$ cat config.mk
export PLATFORM = sky130hd
export DESIGN_NAME = mqtt_packet_receive_framer_flat
export DESIGN_NICKNAME = d
export VERILOG_FILES = /design/src/rtl/mqf_pkg.sv /design/src/rtl/mqf_channels.sv /design/src/rtl/mqf_core.sv /design/src/rtl/mqf_out_reg.sv /design/src/rtl/mqtt_packet_receive_framer.sv /design/src/flat_wrapper.sv
export SDC_FILE = /design/constraint.sdc
export NUM_CORES = 1
export LEC_CHECK = 0
export BUFFER_PORTS_ARGS = -buffer_cell sky130_fd_sc_hd__buf_2
export CAP_MARGIN = 20
export CORE_MARGIN = 10
export CORE_UTILIZATION = 55
export DETAILED_ROUTE_END_ITERATION = 8
export PLACE_DENSITY = 0.73
export SYNTH_ARGS = -nofsm -noshare
export SYNTH_HDL_FRONTEND = slang
export SYNTH_SLANG_ARGS = --single-unit
export TNS_END_PERCENT = 20
$ cat constraint.sdc
create_clock -name clk -period 12.3 [get_ports clk]
set_input_delay 1.845 -clock clk [delete_from_list [all_inputs] [get_ports clk]]
set_output_delay 1.845 -clock clk [all_outputs]
set_load 0.03 [all_outputs]
$ cat src/rtl/mqf_pkg.sv
`timescale 1ns / 1ps

package mqf_pkg;

	// Default cap on the downstream buffer size.
	localparam int BUFFER_LIMIT_DEF = 256;

	// Configuration port geometry and register indexes.
	localparam int CFG_INDEX_W = 2;
	localparam int CFG_DATA_W  = 9;
	localparam logic [CFG_INDEX_W-1:0] REG_BUFFER_SIZE   = 2'd0;
	localparam logic [CFG_INDEX_W-1:0] REG_STREAM_ENABLE = 2'd1;

	// Reset value of the buffer size register.
	localparam logic [CFG_DATA_W-1:0] BUFFER_SIZE_RESET = 9'd256;

	// Packet type of a publish, from the upper nibble of the header byte.
	localparam logic [3:0] TYPE_PUBLISH = 4'd3;

	// One result item, one per received byte.
	typedef struct packed {
		logic [7:0] byte_out;
		logic       store_valid;
		logic [7:0] store_addr;
		logic       stream_valid;
		logic       packet_done;
		logic       malformed;
		logic [3:0] packet_type;
		logic [2:0] length_bytes;
		logic [8:0] kept_length;
	} mqf_result_t;

endpackage

$ cat src/rtl/mqf_channels.sv
`timescale 1ns / 1ps

// Received byte channel.
interface mqf_byte_if;
	logic       valid;
	logic       ready;
	logic [7:0] rx_byte;

	modport source (output valid, output rx_byte, input ready);
	modport sink (input valid, input rx_byte, output ready);
endinterface

// Framed result channel, one transfer per received byte.
interface mqf_result_if;
	logic       valid;
	logic       ready;
	logic [7:0] byte_out;
	logic       store_valid;
	logic [7:0] store_addr;
	logic       stream_valid;
	logic       packet_done;
	logic       malformed;
	logic [3:0] packet_type;
	logic [2:0] length_bytes;
	logic [8:0] kept_length;

	modport source (
		output valid, output byte_out, output store_valid, output store_addr,
		output stream_valid, output packet_done, output malformed,
		output packet_type, output length_bytes, output kept_length,
		input ready
	);
	modport sink (
		input valid, input byte_out, input store_valid, input store_addr,
		input stream_valid, input packet_done, input malformed,
		input packet_type, input length_bytes, input kept_length,
		output ready
	);
endinterface

$ cat src/rtl/mqf_core.sv
`timescale 1ns / 1ps

module mqf_core import mqf_pkg::*; #(
	parameter int BUFFER_LIMIT = BUFFER_LIMIT_DEF
) (
	input  logic                   clk,
	input  logic                   arst_n,
	input  logic                   cfg_we,
	input  logic [CFG_INDEX_W-1:0] cfg_index,
	input  logic [CFG_DATA_W-1:0]  cfg_data,
	input  logic                   accept,
	input  logic [7:0]             rx_byte,
	output mqf_result_t            result
);

	localparam logic [2:0] PH_HEADER   = 3'd0;
	localparam logic [2:0] PH_LENGTH   = 3'd1;
	localparam logic [2:0] PH_TOPIC_HI = 3'd2;
	localparam logic [2:0] PH_TOPIC_LO = 3'd3;
	localparam logic [2:0] PH_BODY     = 3'd4;

	localparam logic [2:0] MAX_DIGITS   = 3'd4;

	// Store addresses never go past 256, whatever the limit.
	localparam int CAP = (BUFFER_LIMIT < 256) ? BUFFER_LIMIT : 256;
	localparam logic [8:0] SIZE_CAP = 9'(CAP);

	logic [8:0]  buffer_size_q;
	logic        stream_enable_q;

	logic [2:0]  phase_q, phase_d;
	logic [27:0] rem_len_q, rem_len_d;
	logic [2:0]  digit_q, digit_d;
	logic        publish_q, publish_d;
	logic        qos_one_q, qos_one_d;
	logic [7:0]  topic_hi_q, topic_hi_d;
	logic [16:0] skip_q, skip_d;
	logic [27:0] body_q, body_d;
	logic [28:0] total_q, total_inc;
	logic [8:0]  stored_q, stored_inc;
	logic [3:0]  type_q, type_d;

	logic [8:0]  eff_size;
	logic        is_header;
	logic [8:0]  stored_base;
	logic [28:0] total_base;
	logic        take;
	logic [8:0]  kept_fin;
	logic        fin;
	logic        bad_len;
	logic [27:0] digit_val;
	logic [27:0] rem_sum;
	logic [2:0]  digit_inc;
	logic [27:0] body_inc;
	logic [28:0] lead;

	// Configuration registers; the user must write them only while the framer is idle, the block does not enforce it.
	always_ff @(posedge clk or negedge arst_n) begin
		if (!arst_n) begin
			buffer_size_q   <= BUFFER_SIZE_RESET;
			stream_enable_q <= 1'b0;
		end else if (cfg_we) begin
			if (cfg_index == REG_BUFFER_SIZE) begin
				buffer_size_q <= cfg_data;
			end else if (cfg_index == REG_STREAM_ENABLE) begin
				stream_enable_q <= cfg_data[0];
			end
		end
	end

	assign eff_size = (buffer_size_q > SIZE_CAP) ? SIZE_CAP : buffer_size_q;

	// Buffer address and byte counting shared by every phase.
	always_comb begin
		is_header   = !(phase_q == PH_LENGTH || phase_q == PH_TOPIC_HI ||
			phase_q == PH_TOPIC_LO || phase_q == PH_BODY);
		stored_base = is_header ? 9'd0 : stored_q;
		total_base  = is_header ? 29'd0 : total_q;
		take        = stored_base < eff_size;
		stored_inc  = take ? stored_base + 9'd1 : stored_base;
		total_inc   = total_base + 29'd1;
		// A packet that overflowed the buffer is dropped unless streaming is enabled.
		kept_fin    = (!stream_enable_q && total_inc > {20'd0, eff_size}) ? 9'd0 : stored_inc;
	end

	// Length digit weight: the digits fill 7-bit groups low first.
	always_comb begin
		case (digit_q[1:0])
			2'd0:    digit_val = {21'd0, rx_byte[6:0]};
			2'd1:    digit_val = {14'd0, rx_byte[6:0], 7'd0};
			2'd2:    digit_val = {7'd0, rx_byte[6:0], 14'd0};
			default: digit_val = {rx_byte[6:0], 21'd0};
		endcase
		rem_sum   = rem_len_q + digit_val;
		digit_inc = digit_q + 3'd1;
		body_inc  = body_q + 28'd1;
		lead      = {26'd0, digit_q} + 29'd2;
	end

	// Phase update and result assembly for one received byte.
	always_comb begin
		phase_d    = phase_q;
		rem_len_d  = rem_len_q;
		digit_d    = digit_q;
		publish_d  = publish_q;
		qos_one_d  = qos_one_q;
		topic_hi_d = topic_hi_q;
		skip_d     = skip_q;
		body_d     = body_q;
		type_d     = type_q;
		fin        = 1'b0;
		bad_len    = 1'b0;

		result             = '0;
		result.byte_out    = rx_byte;
		result.store_valid = take;
		result.store_addr  = take ? stored_base[7:0] : 8'd0;

		case (phase_q)
			PH_LENGTH: begin
				rem_len_d = rem_sum;
				digit_d   = digit_inc;
				if (rx_byte[7]) begin
					if (digit_inc >= MAX_DIGITS) begin
						fin     = 1'b1;
						bad_len = 1'b1;
					end
				end else if (publish_q) begin
					phase_d = PH_TOPIC_HI;
				end else if (rem_sum == 28'd0) begin
					fin = 1'b1;
				end else begin
					body_d  = 28'd0;
					phase_d = PH_BODY;
				end
			end
			PH_TOPIC_HI: begin
				topic_hi_d = rx_byte;
				phase_d    = PH_TOPIC_LO;
			end
			PH_TOPIC_LO: begin
				skip_d = {1'b0, topic_hi_q, rx_byte} + (qos_one_q ? 17'd2 : 17'd0);
				body_d = 28'd2;
				if (rem_len_q <= 28'd2) begin
					fin = 1'b1;
				end else begin
					phase_d = PH_BODY;
				end
			end
			PH_BODY: begin
				// Payload starts after the length field, topic and message id.
				result.stream_valid = stream_enable_q && publish_q && total_q >= lead &&
					(total_q - lead) > {12'd0, skip_q};
				body_d = body_inc;
				if (body_inc >= rem_len_q) begin
					fin = 1'b1;
				end
			end
			default: begin
				type_d     = rx_byte[7:4];
				publish_d  = (rx_byte[7:4] == TYPE_PUBLISH);
				qos_one_d  = rx_byte[1];
				rem_len_d  = 28'd0;
				digit_d    = 3'd0;
				skip_d     = 17'd0;
				body_d     = 28'd0;
				topic_hi_d = 8'd0;
				phase_d    = PH_LENGTH;
			end
		endcase

		if (fin) begin
			result.packet_done  = 1'b1;
			result.malformed    = bad_len;
			result.packet_type  = type_q;
			result.length_bytes = digit_d;
			result.kept_length  = bad_len ? 9'd0 : kept_fin;
			phase_d             = PH_HEADER;
		end
	end

	// Framer state advances on every accepted byte.
	always_ff @(posedge clk or negedge arst_n) begin
		if (!arst_n) begin
			phase_q    <= PH_HEADER;
			rem_len_q  <= '0;
			digit_q    <= '0;
			publish_q  <= 1'b0;
			qos_one_q  <= 1'b0;
			topic_hi_q <= '0;
			skip_q     <= '0;
			body_q     <= '0;
			total_q    <= '0;
			stored_q   <= '0;
			type_q     <= '0;
		end else if (accept) begin
			phase_q    <= phase_d;
			rem_len_q  <= rem_len_d;
			digit_q    <= digit_d;
			publish_q  <= publish_d;
			qos_one_q  <= qos_one_d;
			topic_hi_q <= topic_hi_d;
			skip_q     <= skip_d;
			body_q     <= body_d;
			total_q    <= total_inc;
			stored_q   <= stored_inc;
			type_q     <= type_d;
		end
	end

	// A malformed length always closes the packet with four digits and nothing kept.
	a_malformed_closes: assert property (@(posedge clk) disable iff (!arst_n)
		accept && result.malformed |->
			result.packet_done && result.length_bytes == MAX_DIGITS &&
			result.kept_length == 9'd0)
		else $error("malformed result without a clean close");

	// Store addresses stay inside the effective buffer.
	a_store_in_range: assert property (@(posedge clk) disable iff (!arst_n)
		accept && result.store_valid |-> {1'b0, result.store_addr} < eff_size)
		else $error("store address beyond buffer size");

	// A finished packet sends the framer back to the header phase.
	a_done_to_header: assert property (@(posedge clk) disable iff (!arst_n)
		accept && result.packet_done |=> phase_q == PH_HEADER)
		else $error("framer did not return to header after packet end");

	// A header byte restarts the count and moves on to the length field.
	a_header_restart: assert property (@(posedge clk) disable iff (!arst_n)
		accept && phase_q == PH_HEADER |=> phase_q == PH_LENGTH && total_q == 29'd1)
		else $error("header byte did not restart the packet");

endmodule

$ cat src/rtl/mqf_out_reg.sv
`timescale 1ns / 1ps

module mqf_out_reg import mqf_pkg::*; (
	input  logic        clk,
	input  logic        arst_n,
	input  logic        load,
	input  mqf_result_t data,
	output logic        space,
	output logic        valid,
	input  logic        ready,
	output mqf_result_t q
);

	logic        valid_q;
	mqf_result_t data_q;

	// A new result may enter when the register is empty or being drained.
	assign space = !valid_q || ready;
	assign valid = valid_q;
	assign q     = data_q;

	always_ff @(posedge clk or negedge arst_n) begin
		if (!arst_n) begin
			valid_q <= 1'b0;
		end else if (load) begin
			valid_q <= 1'b1;
		end else if (ready) begin
			valid_q <= 1'b0;
		end
	end

	// Payload holds until the next load.
	always_ff @(posedge clk) begin
		if (load) begin
			data_q <= data;
		end
	end

endmodule

$ cat src/rtl/mqtt_packet_receive_framer.sv
`timescale 1ns / 1ps

// Channel   Role    Payload
// rx        sink    rx_byte
// result    source  byte_out, store_valid, store_addr, stream_valid, packet_done,
//                   malformed, packet_type, length_bytes, kept_length
// cfg       write   cfg_we, cfg_index, cfg_data (buffer_size, stream_enable)
//
// One byte is accepted per clock; its result appears in the output register in the cycle after.
// The rate is set by the single framing step between the byte input and the output register.
// Reset clears the phase, counters and output valid; configuration resets to size 256, no stream.
// While a result is stalled the input is held off; the next byte is taken in the cycle
// that the held result transfers.
module mqtt_packet_receive_framer import mqf_pkg::*; #(
	parameter int BUFFER_LIMIT = BUFFER_LIMIT_DEF
) (
	input  logic                   clk,
	input  logic                   arst_n,
	mqf_byte_if.sink               rx,
	mqf_result_if.source           result,
	input  logic                   cfg_we,
	input  logic [CFG_INDEX_W-1:0] cfg_index,
	input  logic [CFG_DATA_W-1:0]  cfg_data
);

	logic        accept;
	logic        space;
	mqf_result_t core_res;
	mqf_result_t out_res;

	// A byte transfer happens whenever a byte is offered and the output register has room.
	assign rx.ready = space;
	assign accept   = rx.valid && space;

	mqf_core #(
		.BUFFER_LIMIT(BUFFER_LIMIT)
	) u_core (
		.clk      (clk),
		.arst_n   (arst_n),
		.cfg_we   (cfg_we),
		.cfg_index(cfg_index),
		.cfg_data (cfg_data),
		.accept   (accept),
		.rx_byte  (rx.rx_byte),
		.result   (core_res)
	);

	mqf_out_reg u_out (
		.clk   (clk),
		.arst_n(arst_n),
		.load  (accept),
		.data  (core_res),
		.space (space),
		.valid (result.valid),
		.ready (result.ready),
		.q     (out_res)
	);

	// Result fields onto the output channel.
	assign result.byte_out     = out_res.byte_out;
	assign result.store_valid  = out_res.store_valid;
	assign result.store_addr   = out_res.store_addr;
	assign result.stream_valid = out_res.stream_valid;
	assign result.packet_done  = out_res.packet_done;
	assign result.malformed    = out_res.malformed;
	assign result.packet_type  = out_res.packet_type;
	assign result.length_bytes = out_res.length_bytes;
	assign result.kept_length  = out_res.kept_length;

endmodule

$ cat src/flat_wrapper.sv
// flat-port wrapper written by rule: the top's interface ports become plain ports
module mqtt_packet_receive_framer_flat import mqf_pkg::*;
#(
	parameter int BUFFER_LIMIT = BUFFER_LIMIT_DEF
)
  (clk, arst_n, cfg_we, cfg_index, cfg_data, rx_valid, rx_rx_byte, rx_ready, result_valid, result_byte_out, result_store_valid, result_store_addr, result_stream_valid, result_packet_done, result_malformed, result_packet_type, result_length_bytes, result_kept_length, result_ready);
  mqf_byte_if rx_i ();
  mqf_result_if result_i ();
  input  logic clk;
  input  logic arst_n;
  input  logic cfg_we;
  input  logic [CFG_INDEX_W-1:0] cfg_index;
  input  logic [CFG_DATA_W-1:0] cfg_data;
  input wire logic [$bits(rx_i.valid)-1:0] rx_valid;
  input wire logic [$bits(rx_i.rx_byte)-1:0] rx_rx_byte;
  output wire logic [$bits(rx_i.ready)-1:0] rx_ready;
  output wire logic [$bits(result_i.valid)-1:0] result_valid;
  output wire logic [$bits(result_i.byte_out)-1:0] result_byte_out;
  output wire logic [$bits(result_i.store_valid)-1:0] result_store_valid;
  output wire logic [$bits(result_i.store_addr)-1:0] result_store_addr;
  output wire logic [$bits(result_i.stream_valid)-1:0] result_stream_valid;
  output wire logic [$bits(result_i.packet_done)-1:0] result_packet_done;
  output wire logic [$bits(result_i.malformed)-1:0] result_malformed;
  output wire logic [$bits(result_i.packet_type)-1:0] result_packet_type;
  output wire logic [$bits(result_i.length_bytes)-1:0] result_length_bytes;
  output wire logic [$bits(result_i.kept_length)-1:0] result_kept_length;
  input wire logic [$bits(result_i.ready)-1:0] result_ready;
  assign rx_i.valid = rx_valid;
  assign rx_i.rx_byte = rx_rx_byte;
  assign rx_ready = rx_i.ready;
  assign result_valid = result_i.valid;
  assign result_byte_out = result_i.byte_out;
  assign result_store_valid = result_i.store_valid;
  assign result_store_addr = result_i.store_addr;
  assign result_stream_valid = result_i.stream_valid;
  assign result_packet_done = result_i.packet_done;
  assign result_malformed = result_i.malformed;
  assign result_packet_type = result_i.packet_type;
  assign result_length_bytes = result_i.length_bytes;
  assign result_kept_length = result_i.kept_length;
  assign result_i.ready = result_ready;
  mqtt_packet_receive_framer #(.BUFFER_LIMIT(BUFFER_LIMIT)) u_core (.clk(clk), .arst_n(arst_n), .rx(rx_i), .result(result_i), .cfg_we(cfg_we), .cfg_index(cfg_index), .cfg_data(cfg_data));
endmodule
==> impl_metrics.yaml, run 1 <==
run_status:
  status: "finished, final reports clean"
worst_setup_path:
  cp_max_fo: 21
  cp.required_ns: 12.60
  end_kind: "flip-flop"
  arrival_ns: 5.83
  worstSetupPathType: "primary input to flip-flop"
  start_kind: "primary input"
die:
  pin_count: 62
  row_count: 56
  die_area_mm2: 0.03011
  fp.dieW_um: 173.5
  die_h_um: 173.5
  core_mm2: 0.02333
  start_util: 0.5555
sta:
  fmax_mhz: 180.9
  slew_headroom: 0.3370
  setup_viol: 0
  fin_ws_ns: 6.773
  finalSetupTns_ns: 0
  min_period_over_period: 0.4493
  skew_ns: 0.01188
  hold_viol: 0
  rsz0062_at_grt: "no"
  maxSlewViolCount: 0
  tightest_slew_ns: 0.9945
  min_period_ns: 5.527
clocking:
  ctsLongestPathBuffers: 2
  cts_resized: 0
  clock_latency_ns: 0.44
  path_clk_slew_ns: 0.07
  hold_buffers: 0
  htreeDepth: 4
  cts_root_buf: "clkbuf_16"
  cts_setup_buffers: 0
  cts_buffers: 17
  cts_tree: "done"
  cts.sinks: 178
synthesis:
  synth.most_common_cell: "nand2_1"
  synth_area_mm2: 0.01296
  synth_common_cells: "nand2_1 (202), o21ai_0 (145), dfrtp_1 (141)"
  synth_cell_types: 82
  yosysWarnings: 0
  synth_cells: 1522
  synth-seq-area-share: 0.3577
  synth_area_leaders: "dfrtp_1 (27%), ha_1 (10%), edfxtp_1 (8.3%)"
  ys.flop_type: "dfrtp_1"
  ys_ff_latch: 178
  synth_edf_count: 36
  syn_nets: 1652
  async_reset_ff_frac: 0.7978
  synth_top_cell_by_area: "dfrtp_1"
  yosysTopAreaCellShare: 0.2722
  avgSynthCellArea_um2: 8.516
detailed_routing:
  vias_per_cell: 6.137
  via_count: 11490
  drt_iter0_markers: 1086
  firstDrtPassIters: 8
  wl_per_cell_um: 18.71
  totalWireLength_um: 35030
  drcViolationCount: 0
  ant_nets: 0
placement:
  placedCellCount: 1838
  place_area_mm2: 0.01346
  portBuffers: 61
  post-place-ws_ns: 6.321
  place_hpwl_um: 25650
  place_congestion: 0.9688
power_and_ir_drop:
  leakage_uw: 0.006214
  p_per_area_mw_per_mm2: 198.2
  combPwrFrac: 0.511
  ir_drop_mv: 0.08876
  p_sw_frac: 0.4399
  p_seq_frac: 0.291
  p_switching_uw: 1228
  internal-power_uw: 1563
  p_clk_frac: 0.198
min_path:
  hold_class: "flip-flop to flip-flop"
final_layout:
  drive_gt1_frac: 0.09015
  nNetsFinal: 1670
  diodes: 0
  finalInstanceArea_mm2: 0.01408
  instances_no_fill: 1872
  synthToLayoutAreaGrowth_pct: 8.601
grt:
  grt_pass1_vias: 10930
  grt_max_degree: 76
  antenna_found_initial: 0
  track_usage: 0.2314
  grt_first_pass_wirelength_um: 57580
  grt-ovfl-total: 0
flow_run:
  maxCapViolations: 0
==> cell families (layout without fill, tap and decap cells) <==
logic type,count (synthesis),after routing,share of synthesized area
muxes,20,20,0.01689
xor gates and xnor gates,90,90,0.06082
buffers and inverters,154,185,0.04634
and+or+nand+nor,586,586,0.2238
DFF,178,178,0.3577
AOI/OAI and AO/OA,388,388,0.1910
adders and majority gates,106,106,0.1035
==> final timing paths <==
path,startpoint,endpoint,slack (ns),depth (start not counted)
setup / recovery,rx_rx_byte[0],u_core.u_core.body_q[1],6.77,15
hold / removal,u_core.u_core.skip_q[11],u_core.u_core.skip_q[11],0.48,2
setup reg to reg,u_core.u_core.phase_q[1],u_core.u_out.q[7],7.08,16
hold reg to reg,u_core.u_core.skip_q[11],u_core.u_core.skip_q[11],0.48,2
max in group asynchronous,arst_n,u_core.u_core.body_q[13],9.46,2
min in group asynchronous,arst_n,u_core.u_core.topic_hi_q[6],1.39,1
==> through the flow <==
step | total power, uW | hold WS, ns | utilization
2_1_floorplan | 1863 | 0.4498 | -
3_3_place_gp | 2183 | 0.4662 | 0.5767
3_5_place_dp | 2221 | 0.4710 | 0.5767
4_1_cts | 2787 | 0.4865 | 0.6019
5_1_grt | 3013 | 0.5091 | 0.6033
6_report | 2791 | 0.4840 | 0.6033
==> power groups by stage <==
stage          clock [uW]  sequential, uW  combinational [uW]
2_1_floorplan           0             797                1070
3_3_place_gp            0             819                1360
3_5_place_dp            0             818                1400
4_1_cts               560             808                1420
5_1_grt               584             823                1610
6_report              553             811                1430
==> placed cells by master, fill, tap and decap left out, types with 7 or more instances in the layout <==
cell	n
nor2b_1	12
and4_1	10
or3_1	21
and3_1	30
o31ai_1	11
nor2_1	99
or4_1	9
edfxtp_1	36
buf_4	11
a22o_1	18
o21ai_1	8
a211oi_1	9
nand2_1	202
nand4_1	29
nand2b_1	11
o21a_1	20
a31oi_1	12
xor2_1	39
a21o_1	20
nor3_1	39
nor4_1	16
xnor2_1	51
and2_1	40
buf_2	60
nand3_1	44
clkbuf_16	17
a21oi_1	72
ha_1	104
o21ai_0	143
mux2_2	15
inv_1	75
dfrtp_1	141
o211ai_1	7
==> layout make-up <==
class                      instances  area (um2)
clock inverter                    14       147.6
fill                            2082        9256
clock buffer                      18       439.2
sequential                       178        4636
timing repair buffer              74       426.7
multi-input combinational       1190        7730
inverter                          79       297.8
tap                              319       399.1
==> sequential cells by signal, summed over array words and instances, names as in the netlist, 3 cells and up <==
signal	flops
u_core.u_core.body_q	28
u_core.u_core.buffer_size_q	9
u_core.u_core.digit_q	3
u_core.u_core.phase_q	3
u_core.u_core.rem_len_q	28
u_core.u_core.skip_q	17
u_core.u_core.stored_q	9
u_core.u_core.topic_hi_q	8
u_core.u_core.total_q	29
u_core.u_core.type_q	4
u_core.u_out.q	36
==> metal layers <==
layer | GRT usage | wire (um)
met5 | 0 | 0
met4 | 0.07618 | 955
met3 | 0.02984 | 1538
met2 | 0.3972 | 17470
met1 | 0.2949 | 15060
==> worst max-delay path: stages <==
cell	delay, ns
buf_2	0.16
and2_1	0.16
ha_1	0.22
fa_1	0.44
a21oi_1	0.24
o22ai_1	0.14
nor3b_1	0.21
or3_1	0.38
o311ai_0	0.42
nand4_1	0.15
or4_4	0.58
nor4_2	0.15
buf_4	0.27
or2_2	0.32
o21ai_0	0.14
Note: power is estimated with default switching activity, not from simulation.
==> run 2: changes to the inputs <==
- ABC_AREA: unset -> 1
- PLACE_DENSITY: 0.73 -> 0.75
- clock period: 12.3 -> 4.9 ns (I/O delays scaled with it)
==> run 2 against run 1 <==
- routed wire length up 7.6%
- die area up 3.9%
- sequential share of layout area down 1.6 points
- critical path type is now flip-flop to flip-flop
==> impl_metrics.yaml, run 2 <==
clocking:
  path_clk_slew_ns: 0.08
  cts_root_buf: "clkbuf_16"
  clock_latency_ns: 0.45
  cts_resized: 0
  hold_buffers: 0
  cts_buffers: 17
  cts.sinks: 178
  htreeDepth: 4
  cts_setup_buffers: 0
  cts_tree: "done"
  ctsLongestPathBuffers: 2
power_and_ir_drop:
  internal-power_uw: 3457
  p_seq_frac: 0.291
  ir_drop_mv: 0.3290
  total_power_uw: 6537
  p_switching_uw: 3080
  p_per_area_mw_per_mm2: 441.7
  combPwrFrac: 0.489
  leakage_uw: 0.007441
  p_sw_frac: 0.4712
  p_clk_frac: 0.220
worst_setup_path:
  worstPathBufferInverterCount: 3
  start_kind: "flip-flop"
  cp_max_fo: 9
  cp_slowest_stage_delay_ns: 0.44
  reg2reg_depth: 24
  timing.rr.end: "u_core.u_out.q[3]"
  reg2reg_from: "u_core.u_core.body_q[0]"
  crit_path_cell_trace: "ha_1 > nand2_1 > nor2_1 > nand4_1 > inv_1 > nand2_1 > nor2_1 > nand3_1 > nor2_1 > nand2_1 > xor2_1 > inv_1 > ha_1 > nand2_1 > inv_1 > nand3_1 > a21oi_1 > or2_2 > a21oi_1 > nand3_1 > a21oi_1 > a21oi_1 > nand2_4 > nor2_2"
  path_delay_family: "simple AND/OR/NAND/NOR gates"
  cp_slowest_cell: "dfrtp_1"
  cp.required_ns: 5.09
  arrival_ns: 4.64
  end_kind: "flip-flop"
  r2r_slack_ns: 0.46
  worstSetupPathType: "flip-flop to flip-flop"
synthesis:
  synth_area_leaders: "dfrtp_1 (26%), nand2_1 (15%), ha_1 (9.6%)"
  synth.most_common_cell: "nand2_1"
  ys.flop_type: "dfrtp_1"
  synth_common_cells: "nand2_1 (526), inv_1 (316), nor2_1 (185)"
  yosysTopAreaCellShare: 0.2607
  synth_top_cell_by_area: "dfrtp_1"
  synth_cells: 1929
  async_reset_ff_frac: 0.7978
  syn_nets: 2059
  ys_ff_latch: 178
  avgSynthCellArea_um2: 7.016
  yosysWarnings: 0
  synth_area_mm2: 0.01353
  synth_cell_types: 52
  synth-seq-area-share: 0.3425
  synth_edf_count: 36
die:
  fp.dieW_um: 176.9
  die_area_mm2: 0.03128
  pin_count: 62
  row_count: 57
  die_h_um: 176.9
  start_util: 0.5582
  core_mm2: 0.02425
final_layout:
  nNetsFinal: 2114
  drive_gt1_frac: 0.08062
  largest_reg_flops: 36
  synthToLayoutAreaGrowth_pct: 9.346
  diodes: 0
  finalInstanceArea_mm2: 0.01480
  final_common_cell: "nand2_1"
  final_cell_mix: "nand2_1 (526), inv_1 (316), nor2_1 (185)"
  instances_no_fill: 2321
  utilization: 0.6103
grt:
  antenna_found_initial: 0
  track_usage: 0.2385
  grt-ovfl-total: 0
  grt_first_pass_wirelength_um: 60240
  grt_max_degree: 77
  grt_pass1_vias: 11710
placement:
  placedCellCount: 2288
  place_hpwl_um: 29480
  place_area_mm2: 0.01416
  place_congestion: 1.046
  portBuffers: 61
detailed_routing:
  totalWireLength_um: 37680
  firstDrtPassIters: 6
  drt_iter0_markers: 1542
  vias_per_cell: 5.504
  ant_nets: 0
  wl_per_cell_um: 16.23
  drcViolationCount: 0
  via_count: 12780
sta:
  hold_viol: 0
  min_period_ns: 4.444
  setup_viol: 0
  finalSetupTns_ns: 0
  skew_ns: 0.01788
  min_period_over_period: 0.9070
  rsz0062_at_grt: "no"
  maxSlewViolCount: 0
  fmax_mhz: 225.0
  slew_headroom: 0.4298
  tightest_slew_ns: 0.8540
run_status:
  status: "finished, final reports clean"
min_path:
  hold_class: "primary input to asynchronous set/reset pin"
flow_run:
  maxCapViolations: 0
run 2: how the worst max path moves through the flow:
stage / start / to / cells after the start
4_1_cts: u_core.u_core.body_q[4] / u_core.u_out.q[3] / 21
6_report: u_core.u_core.body_q[0] / u_core.u_out.q[3] / 24
5_1_grt: u_core.u_core.body_q[0] / u_core.u_out.q[3] / 24
3_5_place_dp: u_core.u_core.body_q[4] / u_core.u_out.q[2] / 21
3_3_place_gp: u_core.u_core.body_q[4] / u_core.u_out.q[1] / 23
2_1_floorplan: u_core.u_core.body_q[4] / u_core.u_out.q[1] / 23
run 2: layer usage:
metal,track usage,share of wire
met1,0.3541,0.47
met2,0.3499,0.42
met3,0.04566,0.088
met4,0.05324,0.014
met5,0,0
run 2: metrics by stage:
step           hold WS, ns  setup slack, ns
2_1_floorplan       0.4394            1.376
6_report            0.3352           0.4557
3_5_place_dp        0.4744           0.4685
3_3_place_gp        0.4667           0.4735
4_1_cts             0.3521           0.4414
5_1_grt             0.3785          0.09271
run 2: cell families (layout without fill, tap and decap cells):
group                    count (synthesis)  in the layout  synth area share
buffers and inverters                  363            431            0.1037
AO/OA/AOI/OAI                          225            225           0.09125
multiplexers                             7              7          0.005824
AND/OR/NAND/NOR                        978            978            0.3110
XOR/XNOR                                72             72           0.04659
flip-flops                             178            178            0.3425
adder cells (fa/ha/maj)                106            106           0.09910
run 2: worst reg2reg max path, cell delays in order (launching register included):
cell	delay (ns)
dfrtp_1	0.44
ha_1	0.21
nand2_1	0.06
nor2_1	0.21
nand4_1	0.20
inv_1	0.09
nand2_1	0.13
nor2_1	0.17
nand3_1	0.15
nor2_1	0.19
nand2_1	0.10
xor2_1	0.18
inv_1	0.06
ha_1	0.26
nand2_1	0.09
inv_1	0.04
nand3_1	0.10
a21oi_1	0.05
or2_2	0.27
a21oi_1	0.15
nand3_1	0.17
a21oi_1	0.43
a21oi_1	0.21
nand2_4	0.20
nor2_2	0.05
run 2: cell type report:
cell class,count,area [um2]
Tap cell,324,405.4
Timing Repair Buffer,74,412.9
Multi-Input combinational cell,1388,7505
Inverter,325,1220
Clock inverter,15,195.2
Fill cell,2267,9449
Clock buffer,17,425.4
Sequential cell,178,4636
run 2: power by group through the flow:
stage	logic (uW)	registers [uW]	clock network, uW
final	3190	1900	1440
after global routing	3540	1930	1520
after CTS	3130	1900	1460
after detailed placement	3090	1920	0
after global placement	3000	1920	0
after floorplan	2250	1930	0
==> run 3: changes to the inputs <==
- ABC_AREA: 1 -> 0
==> run 3 against run 2 <==
- combinational power is 15% higher
- first-iteration DRC count is 36% lower
- largest power group unchanged
- clock-buffer cell count is 2 higher
- critical path type unchanged
- flip-flop and latch count stayed put
==> impl_metrics.yaml, run 3 (same netlist as run 1, synthesis figures left out) <==
run_status:
  status: "finished, final reports clean"
final_layout:
  instances_no_fill: 1888
  register_area_mm2: 0.004636
  synthToLayoutAreaGrowth_pct: 9.489
  largest_reg_flops: 36
  drive_gt1_frac: 0.1077
  diodes: 0
  final_cell_mix: "nand2_1 (202), o21ai_0 (143), dfrtp_1 (141)"
  finalInstanceArea_mm2: 0.01419
  nNetsFinal: 1686
  fillers: 2012
  final_common_cell: "nand2_1"
  multi_input_area_mm2: 0.007777
die:
  core_mm2: 0.02333
  die_h_um: 173.5
  fp.dieW_um: 173.5
  die_area_mm2: 0.03011
  row_count: 56
  pin_count: 62
  start_util: 0.5555
detailed_routing:
  vias_per_cell: 6.162
  totalWireLength_um: 34720
  drt_iter0_markers: 992
  wl_per_cell_um: 18.39
  via_count: 11630
  ant_nets: 0
  firstDrtPassIters: 5
  drcViolationCount: 0
worst_setup_path:
  cp.required_ns: 5.20
  cp_max_fo: 9
  reg2reg_depth: 16
  worstSetupPathType: "flip-flop to flip-flop"
  r2r_slack_ns: 0.26
  timing.rr.end: "u_core.u_out.q[8]"
  start_kind: "flip-flop"
  reg2reg_from: "u_core.u_core.digit_q[0]"
  arrival_ns: 4.94
  critPathLaunch: "u_core.u_core.digit_q[0]"
  critPathCapture: "u_core.u_out.q[8]"
  end_kind: "flip-flop"
grt:
  grt-ovfl-total: 0
  antenna_found_initial: 0
  grt_max_degree: 64
  track_usage: 0.2288
  grt_pass1_vias: 11380
  grt_first_pass_wirelength_um: 57270
clocking:
  cts_root_buf: "clkbuf_16"
  hold_buffers: 0
  clock_latency_ns: 0.44
  cts_resized: 0
  cts.sinks: 178
  cts_tree: "done"
  path_clk_slew_ns: 0.07
  htreeDepth: 4
  ctsLongestPathBuffers: 2
  cts_setup_buffers: 0
  cts_buffers: 17
placement:
  portBuffers: 61
  place_area_mm2: 0.01359
  placedCellCount: 1856
  place_hpwl_um: 25710
  place_congestion: 1.010
sta:
  rsz0062_at_grt: "no"
  min_period_ns: 4.639
  finalSetupTns_ns: 0
  skew_ns: 0.01222
  maxSlewViolCount: 0
  fmax_mhz: 215.6
  hold_viol: 0
  min_period_over_period: 0.9468
  whs_ns: 0.1774
  tightest_slew_ns: 1.057
  slew_headroom: 0.2935
  setup_viol: 0
min_path:
  hold_class: "primary input to asynchronous set/reset pin"
power_and_ir_drop:
  p_per_area_mw_per_mm2: 490.9
  ir_drop_mv: 0.2696
  leakage_uw: 0.006276
  total_power_uw: 6967
flow_run:
  maxCapViolations: 0
## run 3: changes by cell type in the layout (fill, tap and decap cells not counted), moves of 26 or more
cell / previous run / this run
nand2_1: 526 / 202
inv_1: 316 / 74
nor2_1: 185 / 98
nand3_1: 104 / 44
xnor2_1: 12 / 51
and2_1: 5 / 40
o21ai_0: 116 / 143
and3_1: 1 / 27
## run 3: worst min path at each step
stage                            start                        end  slack, ns  cells after the start
5_1_grt                         arst_n  u_core.u_core.total_q[24]       0.18                      1
4_1_cts                         arst_n  u_core.u_core.stored_q[5]       0.17                      1
3_3_place_gp   u_core.u_core.skip_q[5]    u_core.u_core.skip_q[5]       0.47                      2
2_1_floorplan                   arst_n    u_core.u_core.body_q[0]       0.44                      0
6_report                        arst_n  u_core.u_core.total_q[11]       0.18                      1
3_5_place_dp   u_core.u_core.skip_q[3]    u_core.u_core.skip_q[3]       0.47                      2
## run 3: layer usage
metal  wire [um]  track usage  share of wire
met3        1790      0.03485          0.052
met5           0            0              0
met4        1111      0.09522          0.032
met2       17180       0.3917           0.49
met1       14630       0.2817           0.42
## run 3: layout make-up
cell class | count | share of cell area
Clock inverter | 13 | 0.008376
Sequential cell | 178 | 0.3267
Tap cell | 319 | 0.02813
Inverter | 79 | 0.02098
Clock buffer | 19 | 0.03051
Multi-Input combinational cell | 1190 | 0.5481
Timing Repair Buffer | 90 | 0.03730
## run 3: stage by stage
step / setup slack, ns / util
finish: 0.2608 / 0.6082
global route: 0.008260 / 0.6082
CTS: 0.05729 / 0.6062
detailed placement: 0.08098 / 0.5825
global placement: 0.1927 / 0.5825
floorplan: 0.5255 / -
## run 3: critical path: stages (launching register included)
cell and delay, ns:
dfrtp_1 0.42, inv_1 0.09, ha_1 0.20, nor2b_4 0.14, and2_1 0.16, ha_1 0.22
fa_2 0.39, xor2_1 0.17, or3_1 0.32, or4_1 0.57, a2111oi_4 0.36, nand4_1 0.12
or4_4 0.53, o31a_1 0.36, clkinv_2 0.15, nand3b_4 0.16, nor2_1 0.15
## run 3: report_power, final
part           total [uW]  internal [uW]  switching, uW
Combinational        3670           1500           2170
Clock                1310            668            638
Sequential           2000           1750            244
Total                6970           3920           3050
